## config.mk

```make
export PLATFORM = sky130hd
export DESIGN_NAME = bounded_lifo_stack_flat
export DESIGN_NICKNAME = d
export VERILOG_FILES = /design/src/rtl/bls_pkg.sv /design/src/rtl/bls_if.sv /design/src/rtl/bounded_lifo_stack.sv /design/src/rtl/bls_ram.sv /design/src/flat_wrapper.sv
export SDC_FILE = /design/constraint.sdc
export NUM_CORES = 1
export LEC_CHECK = 0
export BUFFER_PORTS_ARGS = -buffer_cell sky130_fd_sc_hd__clkbuf_2
export CORE_ASPECT_RATIO = 1.75
export CORE_MARGIN = 5
export CORE_UTILIZATION = 55
export DETAILED_ROUTE_END_ITERATION = 8
export GPL_ROUTABILITY_DRIVEN = 0
export GPL_TIMING_DRIVEN = 0
export PLACE_DENSITY = 0.82
export RECOVER_POWER = 25
export SLEW_MARGIN = 20
export SYNTH_ARGS = -nofsm -noshare
export SYNTH_HDL_FRONTEND = slang
export SYNTH_SLANG_ARGS = --single-unit
```

## constraint.sdc

```tcl
create_clock -name clock -period 7.87 [get_ports clock]
set_clock_uncertainty 0.2 [all_clocks]
set_input_delay 1.1805 -clock clock [delete_from_list [all_inputs] [get_ports clock]]
set_output_delay 1.1805 -clock clock [all_outputs]
set_load 0.005 [all_outputs]
```

## src/rtl/bls_pkg.sv

```systemverilog
// Shared types and constants for the bounded LIFO stack.
`timescale 1ns / 1ps

package bls_pkg;

   localparam int DEPTH_DEFAULT = 16;
   localparam int CAP_W         = 5;
   localparam int WORD_W        = 32;

   localparam logic [CAP_W-1:0] CAP_RESET = 5'd16;

   typedef enum logic [1:0] {
      OP_PUSH = 2'd0,
      OP_POP  = 2'd1,
      OP_PEEK = 2'd2,
      OP_DUMP = 2'd3
   } op_type;

   typedef enum logic [1:0] {
      STATUS_OK    = 2'd0,
      STATUS_FULL  = 2'd1,
      STATUS_EMPTY = 2'd2
   } status_type;

   typedef enum logic {
      ST_IDLE,
      ST_READ
   } state_type;

endpackage

```

## src/rtl/bls_if.sv

```systemverilog
// Valid/ready channel interfaces for stack requests and responses.
`timescale 1ns / 1ps

interface bls_req_if;
   logic                              valid;
   logic                              ready;
   logic [1:0]                        op;
   logic signed [bls_pkg::WORD_W-1:0] push_value;

   modport source (output valid, output op, output push_value, input ready);
   modport sink   (input valid, input op, input push_value, output ready);
endinterface

interface bls_rsp_if;
   logic                              valid;
   logic                              ready;
   logic [1:0]                        status;
   logic signed [bls_pkg::WORD_W-1:0] value;
   logic                              last;

   modport source (output valid, output status, output value, output last, input ready);
   modport sink   (input valid, input status, input value, input last, output ready);
endinterface

```

## src/rtl/bounded_lifo_stack.sv

```systemverilog
// Top level of the bounded LIFO stack: control, entry count and response register.
`timescale 1ns / 1ps

// Bounded LIFO stack of signed 32-bit words held in a synchronous RAM. A push
// writes the RAM; a pop or peek goes through the read state, as the RAM returns
// read data in the cycle after the address; a dump reads the entries bottom up,
// one RAM read per entry. Refusals need no RAM read. The response sits in an
// output register, so a new request is taken in the cycle the previous response
// transfers. csr_wr_data sets the usable capacity; 0 acts as 1 and values above
// DEPTH act as DEPTH. Lowering it below the current count only blocks pushes.

module bounded_lifo_stack #(
   parameter int DEPTH = bls_pkg::DEPTH_DEFAULT
) (
   input  logic                      clock,
   input  logic                      reset,
   bls_req_if.sink                   req_ch,
   bls_rsp_if.source                 rsp_ch,
   input  logic                      csr_wr_en,
   input  logic [bls_pkg::CAP_W-1:0] csr_wr_data
);

   localparam int ADDR_W = (DEPTH > 1) ? $clog2(DEPTH) : 1;
   localparam int CNT_W  = $clog2(DEPTH + 1);
   localparam int CMP_W  = (CNT_W > bls_pkg::CAP_W) ? CNT_W : bls_pkg::CAP_W;

   bls_pkg::state_type           state_ff, state_in;
   logic [CNT_W-1:0]             count_ff, count_in;
   logic [ADDR_W-1:0]            idx_ff, idx_in;
   logic                         dump_ff, dump_in;
   logic [bls_pkg::CAP_W-1:0]    cap_ff;

   logic                         rsp_valid_ff, rsp_valid_in;
   bls_pkg::status_type          rsp_status_ff, rsp_status_in;
   logic [bls_pkg::WORD_W-1:0]   rsp_value_ff, rsp_value_in;
   logic                         rsp_last_ff, rsp_last_in;

   logic                         wr_en, rd_en;
   logic [ADDR_W-1:0]            wr_addr, rd_addr, top_addr;
   logic [bls_pkg::WORD_W-1:0]   rd_data;

   logic                         out_free, req_xfer, full, dump_last;
   logic [bls_pkg::CAP_W-1:0]    cap_nz;
   bls_pkg::op_type              req_op;

   bls_ram #(.DEPTH(DEPTH)) u_ram (
      .clock   (clock),
      .wr_en   (wr_en),
      .wr_addr (wr_addr),
      .wr_data (req_ch.push_value),
      .rd_en   (rd_en),
      .rd_addr (rd_addr),
      .rd_data (rd_data)
   );

   assign out_free  = !rsp_valid_ff || rsp_ch.ready;
   assign req_xfer  = req_ch.valid && req_ch.ready;
   assign req_op    = bls_pkg::op_type'(req_ch.op);
   assign cap_nz    = (cap_ff == '0) ? bls_pkg::CAP_W'(1) : cap_ff;
   assign full      = (CMP_W'(count_ff) >= CMP_W'(DEPTH)) ||
                      (CMP_W'(count_ff) >= CMP_W'(cap_nz));
   assign top_addr  = ADDR_W'(count_ff - CNT_W'(1));
   assign wr_addr   = ADDR_W'(count_ff);
   assign dump_last = (CNT_W'(idx_ff) + CNT_W'(1)) == count_ff;

   always_ff @(posedge clock) begin
      if (reset) begin
         cap_ff <= bls_pkg::CAP_RESET;
      end else if (csr_wr_en) begin
         cap_ff <= csr_wr_data;
      end
   end

   always_ff @(posedge clock) begin
      if (reset) begin
         state_ff     <= bls_pkg::ST_IDLE;
         count_ff     <= '0;
         rsp_valid_ff <= 1'b0;
      end else begin
         state_ff     <= state_in;
         count_ff     <= count_in;
         rsp_valid_ff <= rsp_valid_in;
      end
   end

   always_ff @(posedge clock) begin
      idx_ff        <= idx_in;
      dump_ff       <= dump_in;
      rsp_status_ff <= rsp_status_in;
      rsp_value_ff  <= rsp_value_in;
      rsp_last_ff   <= rsp_last_in;
   end

   always_comb begin
      state_in      = state_ff;
      count_in      = count_ff;
      idx_in        = idx_ff;
      dump_in       = dump_ff;
      rsp_valid_in  = rsp_valid_ff && !rsp_ch.ready;
      rsp_status_in = rsp_status_ff;
      rsp_value_in  = rsp_value_ff;
      rsp_last_in   = rsp_last_ff;
      wr_en         = 1'b0;
      rd_en         = 1'b0;
      rd_addr       = top_addr;
      req_ch.ready  = 1'b0;

      unique case (state_ff)
         bls_pkg::ST_IDLE: begin
            req_ch.ready = out_free;
            if (req_ch.valid && out_free) begin
               rsp_valid_in = 1'b1;
               rsp_value_in = '0;
               rsp_last_in  = 1'b1;
               if (req_op == bls_pkg::OP_PUSH) begin
                  if (full) begin
                     rsp_status_in = bls_pkg::STATUS_FULL;
                  end else begin
                     wr_en         = 1'b1;
                     count_in      = count_ff + CNT_W'(1);
                     rsp_status_in = bls_pkg::STATUS_OK;
                  end
               end else if (count_ff == '0) begin
                  rsp_status_in = bls_pkg::STATUS_EMPTY;
               end else begin
                  // response comes from the RAM read data in the read state
                  rsp_valid_in = rsp_valid_ff && !rsp_ch.ready;
                  rsp_status_in = rsp_status_ff;
                  rsp_value_in  = rsp_value_ff;
                  rsp_last_in   = rsp_last_ff;
                  rd_en         = 1'b1;
                  idx_in        = '0;
                  dump_in       = (req_op == bls_pkg::OP_DUMP);
                  if (req_op == bls_pkg::OP_DUMP) begin
                     rd_addr = '0;
                  end
                  if (req_op == bls_pkg::OP_POP) begin
                     count_in = count_ff - CNT_W'(1);
                  end
                  state_in = bls_pkg::ST_READ;
               end
            end
         end
         bls_pkg::ST_READ: begin
            if (out_free) begin
               rsp_valid_in  = 1'b1;
               rsp_status_in = bls_pkg::STATUS_OK;
               rsp_value_in  = rd_data;
               rsp_last_in   = !dump_ff || dump_last;
               if (dump_ff && !dump_last) begin
                  rd_en   = 1'b1;
                  rd_addr = idx_ff + ADDR_W'(1);
                  idx_in  = idx_ff + ADDR_W'(1);
               end else begin
                  state_in = bls_pkg::ST_IDLE;
               end
            end
         end
         default: begin
            state_in = bls_pkg::ST_IDLE;
         end
      endcase
   end

   assign rsp_ch.valid  = rsp_valid_ff;
   assign rsp_ch.status = rsp_status_ff;
   assign rsp_ch.value  = rsp_value_ff;
   assign rsp_ch.last   = rsp_last_ff;

   a_count_bound: assert property (@(posedge clock) disable iff (reset)
      CMP_W'(count_ff) <= CMP_W'(DEPTH))
      else $error("entry count above depth");

   a_pop_dec: assert property (@(posedge clock) disable iff (reset)
      req_xfer && req_op == bls_pkg::OP_POP && count_ff != '0
      |=> count_ff == $past(count_ff) - CNT_W'(1))
      else $error("pop did not remove one entry");

   a_push_inc: assert property (@(posedge clock) disable iff (reset)
      req_xfer && req_op == bls_pkg::OP_PUSH && !full
      |=> count_ff == $past(count_ff) + CNT_W'(1))
      else $error("push did not add one entry");

   a_refuse_last: assert property (@(posedge clock) disable iff (reset)
      rsp_valid_ff && rsp_status_ff != bls_pkg::STATUS_OK |-> rsp_last_ff)
      else $error("refusal not marked last");

   a_dump_idx: assert property (@(posedge clock) disable iff (reset)
      state_ff == bls_pkg::ST_READ && dump_ff |-> CNT_W'(idx_ff) < count_ff)
      else $error("dump index past stored entries");

endmodule

```

## src/rtl/bls_ram.sv

```systemverilog
// Single-port-write, single-port-read word store with registered read data.
`timescale 1ns / 1ps

module bls_ram #(
   parameter int DEPTH = bls_pkg::DEPTH_DEFAULT,
   localparam int ADDR_W = (DEPTH > 1) ? $clog2(DEPTH) : 1
) (
   input  logic                       clock,
   input  logic                       wr_en,
   input  logic [ADDR_W-1:0]          wr_addr,
   input  logic [bls_pkg::WORD_W-1:0] wr_data,
   input  logic                       rd_en,
   input  logic [ADDR_W-1:0]          rd_addr,
   output logic [bls_pkg::WORD_W-1:0] rd_data
);

   logic [bls_pkg::WORD_W-1:0] mem [DEPTH];
   logic [bls_pkg::WORD_W-1:0] rd_data_ff;

   always_ff @(posedge clock) begin
      if (wr_en) begin
         mem[wr_addr] <= wr_data;
      end
      // read data holds until the next read, so a stalled response can wait on it
      if (rd_en) begin
         rd_data_ff <= mem[rd_addr];
      end
   end

   assign rd_data = rd_data_ff;

endmodule
```

## src/flat_wrapper.sv

```systemverilog
// flat-port wrapper written by rule: the top's interface ports become plain ports
module bounded_lifo_stack_flat 
#(
   parameter int DEPTH = bls_pkg::DEPTH_DEFAULT
)
  (clock, reset, csr_wr_en, csr_wr_data, req_ch_valid, req_ch_op, req_ch_push_value, req_ch_ready, rsp_ch_valid, rsp_ch_status, rsp_ch_value, rsp_ch_last, rsp_ch_ready);
  bls_req_if req_ch_i ();
  bls_rsp_if rsp_ch_i ();
  input  logic clock;
  input  logic reset;
  input  logic csr_wr_en;
  input  logic [bls_pkg::CAP_W-1:0] csr_wr_data;
  input wire logic [$bits(req_ch_i.valid)-1:0] req_ch_valid;
  input wire logic [$bits(req_ch_i.op)-1:0] req_ch_op;
  input wire logic [$bits(req_ch_i.push_value)-1:0] req_ch_push_value;
  output wire logic [$bits(req_ch_i.ready)-1:0] req_ch_ready;
  output wire logic [$bits(rsp_ch_i.valid)-1:0] rsp_ch_valid;
  output wire logic [$bits(rsp_ch_i.status)-1:0] rsp_ch_status;
  output wire logic [$bits(rsp_ch_i.value)-1:0] rsp_ch_value;
  output wire logic [$bits(rsp_ch_i.last)-1:0] rsp_ch_last;
  input wire logic [$bits(rsp_ch_i.ready)-1:0] rsp_ch_ready;
  assign req_ch_i.valid = req_ch_valid;
  assign req_ch_i.op = req_ch_op;
  assign req_ch_i.push_value = req_ch_push_value;
  assign req_ch_ready = req_ch_i.ready;
  assign rsp_ch_valid = rsp_ch_i.valid;
  assign rsp_ch_status = rsp_ch_i.status;
  assign rsp_ch_value = rsp_ch_i.value;
  assign rsp_ch_last = rsp_ch_i.last;
  assign rsp_ch_i.ready = rsp_ch_ready;
  bounded_lifo_stack #(.DEPTH(DEPTH)) u_core (.clock(clock), .reset(reset), .req_ch(req_ch_i), .rsp_ch(rsp_ch_i), .csr_wr_en(csr_wr_en), .csr_wr_data(csr_wr_data));
endmodule
```

### Word-level counts from Yosys, hierarchy flattened

Memories as Yosys holds them, arrays and structs flattened. A register that Yosys moved wholly into a read port is not among the register bits.
Cells that the tools add are included.

| storage, ports and cells | value |
|---|---|
| bits in writable memories | 512 |
| input bits | 44 |
| logic and storage cells | 102 |
| bits in latches | 0 |
| memory bits (read-only) | 0 |
| flip-flop bits (word level) | 52 |
| memories kept | 1 |

| cells by class | value |
|---|---|
| $lt $le $gt $ge | 2 |
| add/sub/neg operators | 4 |
| reductions and logical operators | 18 |
| bitwise gates (word level) | 3 |
| divide/modulo/power cells | 0 |
| eq/ne operators | 11 |
| shifts and indexed selects | 0 |
| multipliers | 0 |
| multiplexer cells | 54 |

Memory list:

| name | depth | bits a word | read ports | clocked after memory_dff | write ports | RTL line | RTL |
|---|---|---|---|---|---|---|---|
| u_core.u_ram.mem | 16 | 32 | 1 | 1 | 1 | bls_ram.sv:17 | `logic [bls_pkg::WORD_W-1:0] mem [DEPTH];` |

Operator list:

| operator | number |
|---|---|
| 32-bit two-way mux | 4 |
| 32-bit case mux with 2 select lines | 1 |
| 4-bit two-way mux | 11 |
| 5-bit two-way mux | 5 |
| 1-bit two-way mux | 22 |
| 4-bit case mux with 2 select lines | 2 |
| 5-bit logical NOT | 2 |
| 2-bit inequality test (second input constant) | 5 |
| 5-bit AND reduction | 2 |
| 2-bit two-way mux | 4 |
| 1-bit case mux with 2 select lines | 4 |
| 4-bit by 1-bit adder with 5-bit output (second input constant) | 1 |
| 5-bit by 1-bit adder with 5-bit output (second input constant) | 1 |
| 5-bit equality test | 1 |
| 5-bit >= comparator | 1 |
| 5-bit >= comparator (second input constant) | 1 |
| 5-bit by 1-bit subtractor with 5-bit output (second input constant) | 1 |
| 4-bit by 1-bit adder with 4-bit output (second input constant) | 1 |
| 1-bit logical NOT | 4 |
| 2-bit by 1-bit inequality test with 1-bit output (second input constant) | 2 |
| 2-bit case mux with 2 select lines | 1 |
| 4-bit AND reduction | 1 |
| 1-bit logical AND | 3 |
| 1-bit logical OR | 3 |
| 7 further kinds | 9 |

### Depth between registers and ports, before layout

| depth | value |
|---|---|
| depth after elaboration | 10 |
| gate-level depth with buffers | 14 |

### Cells and area by module

A second synthesis with hierarchy kept.

| unflattened totals | value |
|---|---|
| cell total of the unflattened synthesis | 1051 |
| area, all modules | 22693.0 µm² |

Modules (own cells, without submodules):

| module | instances | sequential area each (µm²) | cells an instance | area an instance (µm²) |
|---|---|---|---|---|
| bls_ram | 1 | 16335.7 | 838 | 20155.6 |
| bounded_lifo_stack | 1 | 1441.4 | 213 | 2537.4 |

### Least setup slack after synthesis

OpenSTA, ideal clock, no wires.

| timing | value |
|---|---|
| path type | flip-flop to flip-flop |
| start | register u_core.count_ff[0] |
| end | memory u_core.u_ram.mem[3][0] (netlist bit) (enable) |
| cell stages (with the launch flop) | 12 |
| slack | 2.846 ns |
| arrival time | 4.363 ns |
| required time | 7.209 ns |
| cell sequence | dfxtp_1 > clkbuf_1 > inv_1 > ha_1 > nand2b_1 > a21o_1 > a21o_1 > a21oi_1 > o21ai_0 > nor3_1 > nand2_1 > nor3_1 |

| between the ends | value |
|---|---|
| cells in the longest elaborated chain, start to end | 8 |
| elaborated cells on any way between the ends | 9 |
| those cells by class | order compare (2); mux (6); reduce/logical (1) |

Ends and longest elaborated chain:

| what | RTL line | RTL |
|---|---|---|
| start: declaration | bounded_lifo_stack.sv:28 | `logic [CNT_W-1:0] count_ff, count_in;` |
| start signal: assignment | bounded_lifo_stack.sv:81 | `count_ff <= count_in;` |
| 5-bit >= comparator, on equally long branches | bounded_lifo_stack.sv:60, bounded_lifo_stack.sv:61 |  |
| 1-bit logical OR | bounded_lifo_stack.sv:60 | `assign full = (CMP_W'(count_ff) >= CMP_W'(DEPTH)) \|\|` |
| 1-bit two-way mux | bounded_lifo_stack.sv:116 | `if (full) begin` |
| 1-bit two-way mux | bounded_lifo_stack.sv:115 | `if (req_op == bls_pkg::OP_PUSH) begin` |
| 1-bit two-way mux | bounded_lifo_stack.sv:111 | `if (req_ch.valid && out_free) begin` |
| 1-bit two-way mux | bounded_lifo_stack.sv:108 | `unique case (state_ff)` |
| 1-bit two-way mux | bls_ram.sv:21 | `if (wr_en) begin` |
| 1-bit two-way mux (implied by the code) | bls_ram.sv:22 | `mem[wr_addr] <= wr_data;` |
| end: declaration | bls_ram.sv:17 |  |

Parallel ways exist; a longest one is shown, timed or not.

### Worst setup path after layout

| timing | value |
|---|---|
| start | register u_core.idx_ff[0] |
| end | register u_core.u_ram.rd_data_ff, in the netlist u_core.u_ram.rd_data[3], read port of u_core.u_ram.mem (data pin) |

| between the ends | value |
|---|---|
| cells in the longest elaborated chain, start to end | 7 |
| elaborated cells on any way between the ends | 11 |
| those cells by class | add/sub (2); eq/ne (1); mux (6); reduce/logical (2) |

Ends and longest elaborated chain:

| what | RTL line | RTL |
|---|---|---|
| start: declaration | bounded_lifo_stack.sv:29 | `logic [ADDR_W-1:0] idx_ff, idx_in;` |
| start signal: assignment | bounded_lifo_stack.sv:87 | `idx_ff <= idx_in;` |
| 4-bit by 1-bit adder with 5-bit output | bounded_lifo_stack.sv:64 | `assign dump_last = (CNT_W'(idx_ff) + CNT_W'(1)) == count_ff;` |
| 5-bit equality test | bounded_lifo_stack.sv:64 |  |
| 1-bit logical NOT | bounded_lifo_stack.sv:150 | `if (dump_ff && !dump_last) begin` |
| 1-bit logical AND | bounded_lifo_stack.sv:150 |  |
| 4-bit two-way mux / 1-bit two-way mux (equally long branches) | bounded_lifo_stack.sv:150 |  |
| 4-bit two-way mux / 1-bit two-way mux (equally long branches) | bounded_lifo_stack.sv:145 | `if (out_free) begin` |
| 4-bit case mux with 2 select lines / 1-bit case mux with 2 select lines (equally long branches) | bounded_lifo_stack.sv:108 |  |
| end: declaration | bls_ram.sv:18 | `logic [bls_pkg::WORD_W-1:0] rd_data_ff;` |

Parallel ways exist; a longest one is shown, timed or not.
A chain may end at the register's enable or synchronous reset.

==> results.cfg <==
[run_status]
status = finished clean

[pwr]
peakVddDrop_mv = 0.153
leakagePower_nw = 9.28
p_total_mw = 7.48
powerDensity_mw_per_mm2 = 272

[placement]
hpwl_um = 43300
port_buffers = 79
pre_cts_ws_ns = 3.31

[grt]
gr-usage-all-layers_pct = 25.5
grt_max_degree = 23
grt_pass1_wl_um = 93700
grt_pass1_vias = 16000
antenna_found_initial = 0
overflow = 0

[drt]
wl_per_cell_um = 26.3
drc = 0
drt_iter0_drc = 1812
ant_nets = 0
first_pass_iters = 5
vias_per_cell = 6.55
num_vias = 15600
routed_wirelength_um = 62700

[clock_network]
htreeDepth = 2
clock_latency_ns = 0.57
cts_made_buffers = 47
cts_hold_buf = 0
ctsResizeCount = 0
cts_tree = yes
cts_root_buf = clkbuf_16
clk_pin_slew_ns = 0.08
cts_setup_buffers = 0
cts.path.max_buffers = 3
cts.sinks = 596

[timing]
fmax_mhz = 214
fin_tns_setup_ns = 0
worstMarginPinSlew_ns = 1.00
finalCriticalPeriod_ns = 4.68
setup_ws_ns = 3.19
holdWs_ns = 0.316
maxSlewViolCount = 0
hold_viol_final = 0
fin_crit_sh_pct = 59.5
rsz0062_at_grt = no
slew_headroom_pct = 33.0
setup_viol = 0

[worst_setup_path]
max_stage_delay_ns = 0.61
worst_path_max_delay_cell = o21ai_1
critPathTopFamily = compound AO/OA/AOI/OAI gates
crit_buf_inv = 3
crit_path_start = u_core.idx_ff[0]$_SDFFCE_PN0P_
crit_top_cell = buf_2
cp-start-kind = flop
timing_worst_setup_path_type = reg -> reg
required_ns = 8.07
r2r_start = u_core.idx_ff[0]$_SDFFCE_PN0P_
worstSetupEndpointType = flop
path_max_fanout = 10
cp_cell_sequence = ha_1 -> xnor2_1 -> a221oi_2 -> o2111a_1 -> o21ai_1 -> buf_2 -> buf_2 -> buf_2 -> nand3_1 -> nand3_1 -> nand4_1 -> o221ai_1
cp.arrival_ns = 4.88

[floorplan]
initial_core_util_pct = 55.7
die_h_um = 288
coreArea_mm2 = 0.0435
num_rows = 101
ios = 81
dieArea_mm2 = 0.0485
die_w_um = 169

[yosys]
netlist_area_mm2 = 0.0242
ys.flop_type = edfxtp_1
synth-edff-count = 584
yosys.area.top_type = edfxtp_1
avgSynthCellArea_um2 = 14.9
ys_top_cells_by_area = edfxtp_1 72%, nand3_1 5.3%, mux2i_1 2.9%
yosysTopAreaCellShare_pct = 72.4
synth_cell_types = 53
syn_nets = 1677
yosysWarnings = 0
synthCells = 1622
yosysSeqAreaShare_pct = 73.4
async_reset_ff_share_pct = 0
yosysMostFrequentCell = edfxtp_1
synthTopCellsByCount = 584 x edfxtp_1, 257 x nand3_1, 126 x o21ai_0, 70 x mux2i_1, 67 x a211oi_1
ys_seq_elements = 596

[hold_path]
hp-start = u_core.cap_ff[3]$_SDFFE_PP0P_
min_path_type = reg -> reg

[finish]
fillers = 2936
seq_area_mm2 = 0.0178
multi_input_area_mm2 = 0.00594
fin_nets = 1836
final_util_pct = 63.2
drive_gt1_share_pct = 14.9
antenna-diode-count = 0
area_growth_pct = 13.4

[job]
maxCapViolations = 0
-- final timing paths --
| check | to | cells after the start | slack, ns |
|---|---|---|---|
| setup reg to reg | u_core.u_ram.rd_data[3]$_DFFE_PP_ | 12 | 3.19 |
| hold reg to reg | u_core.cap_ff[3]$_SDFFE_PP0P_ | 2 | 0.32 |
| hold / removal | u_core.cap_ff[3]$_SDFFE_PP0P_ | 2 | 0.32 |
| setup / recovery | u_core.u_ram.rd_data[3]$_DFFE_PP_ | 12 | 3.19 |
-- area by class of cell --
cell class | instances | share of cell area, %
clock inverters | 30 | 1.26
plain buffers | 127 | 2.20
inverters | 9 | 0.123
flip-flops and latches | 596 | 64.7
repair buffers | 110 | 3.10
well taps | 566 | 2.58
clock buffers | 53 | 4.37
multi-input cells | 890 | 21.6
-- sequential cells by signal, indices dropped and copies added (netlist names), 2 cells and up --
signal                cells
u_core.cap_ff             5
u_core.count_ff           5
u_core.u_ram.rd_data     32
u_core.idx_ff             4
u_core.u_ram.mem        512
u_core.rsp_ch.status      2
u_core.rsp_ch.value      32
-- per-layer routing --
layer / up-vias / track usage, % / wire length, um / share of wire, %
met3: 287 / 3.89 / 5220 / 8.3
met4: 0 / 15.9 / 4480 / 7.1
met2: 1012 / 46.6 / 33300 / 53
met5: - / 0 / 0 / 0
li1: 6671 / - / - / -
met1: 7628 / 27.2 / 19600 / 31
-- kinds of logic (layout without fill, tap and decap cells) --
family	Yosys count	count (layout)	synth area share (%)
AND/OR/NAND/NOR	503	503	11.5
buffers and inverters	136	329	2.63
XOR/XNOR	13	13	0.527
flip-flops	596	596	73.4
AO/OA/AOI/OAI	261	261	6.98
adder cells (fa/ha/maj)	11	11	0.568
multiplexers	102	102	4.38
-- cells in the final DEF, fill, tap and decap left out, types with 15 or more instances in the layout --
cell type	n
clkbuf_2	57
buf_4	15
a211oi_1	66
buf_2	49
mux2i_1	70
clkbuf_1	95
nand4_1	33
and2_1	34
nand2_1	19
nor2_1	19
or3b_1	32
o221ai_1	32
and3_1	66
mux2_2	32
clkbuf_16	47
edfxtp_1	584
o21ai_0	126
nand3_1	257
-- metrics by stage --
step / cell area [um^2] / cells
global placement: 25300 / 2267
detailed placement: 25900 / 2298
global route: 27500 / 2381
finish: 27500 / 2381
floorplan: 24200 / 1622
CTS: 27500 / 2381
-- tightest hold or removal path, cell delays in order (launching register included) --
cell and delay, ns:
dfxtp_1 0.34, mux2i_1 0.07, nor2_1 0.08
-- where the power goes --
| group | internal (mW) | total, mW | leakage [nW] | switching, mW |
|---|---|---|---|---|
| registers | 3.62 | 3.65 | 5.39 | 0.0277 |
| logic | 0.481 | 1.40 | 3.15 | 0.921 |
| clock network | 1.36 | 2.42 | 0.749 | 1.06 |
No activity file was read; power rests on OpenSTA's default activity.
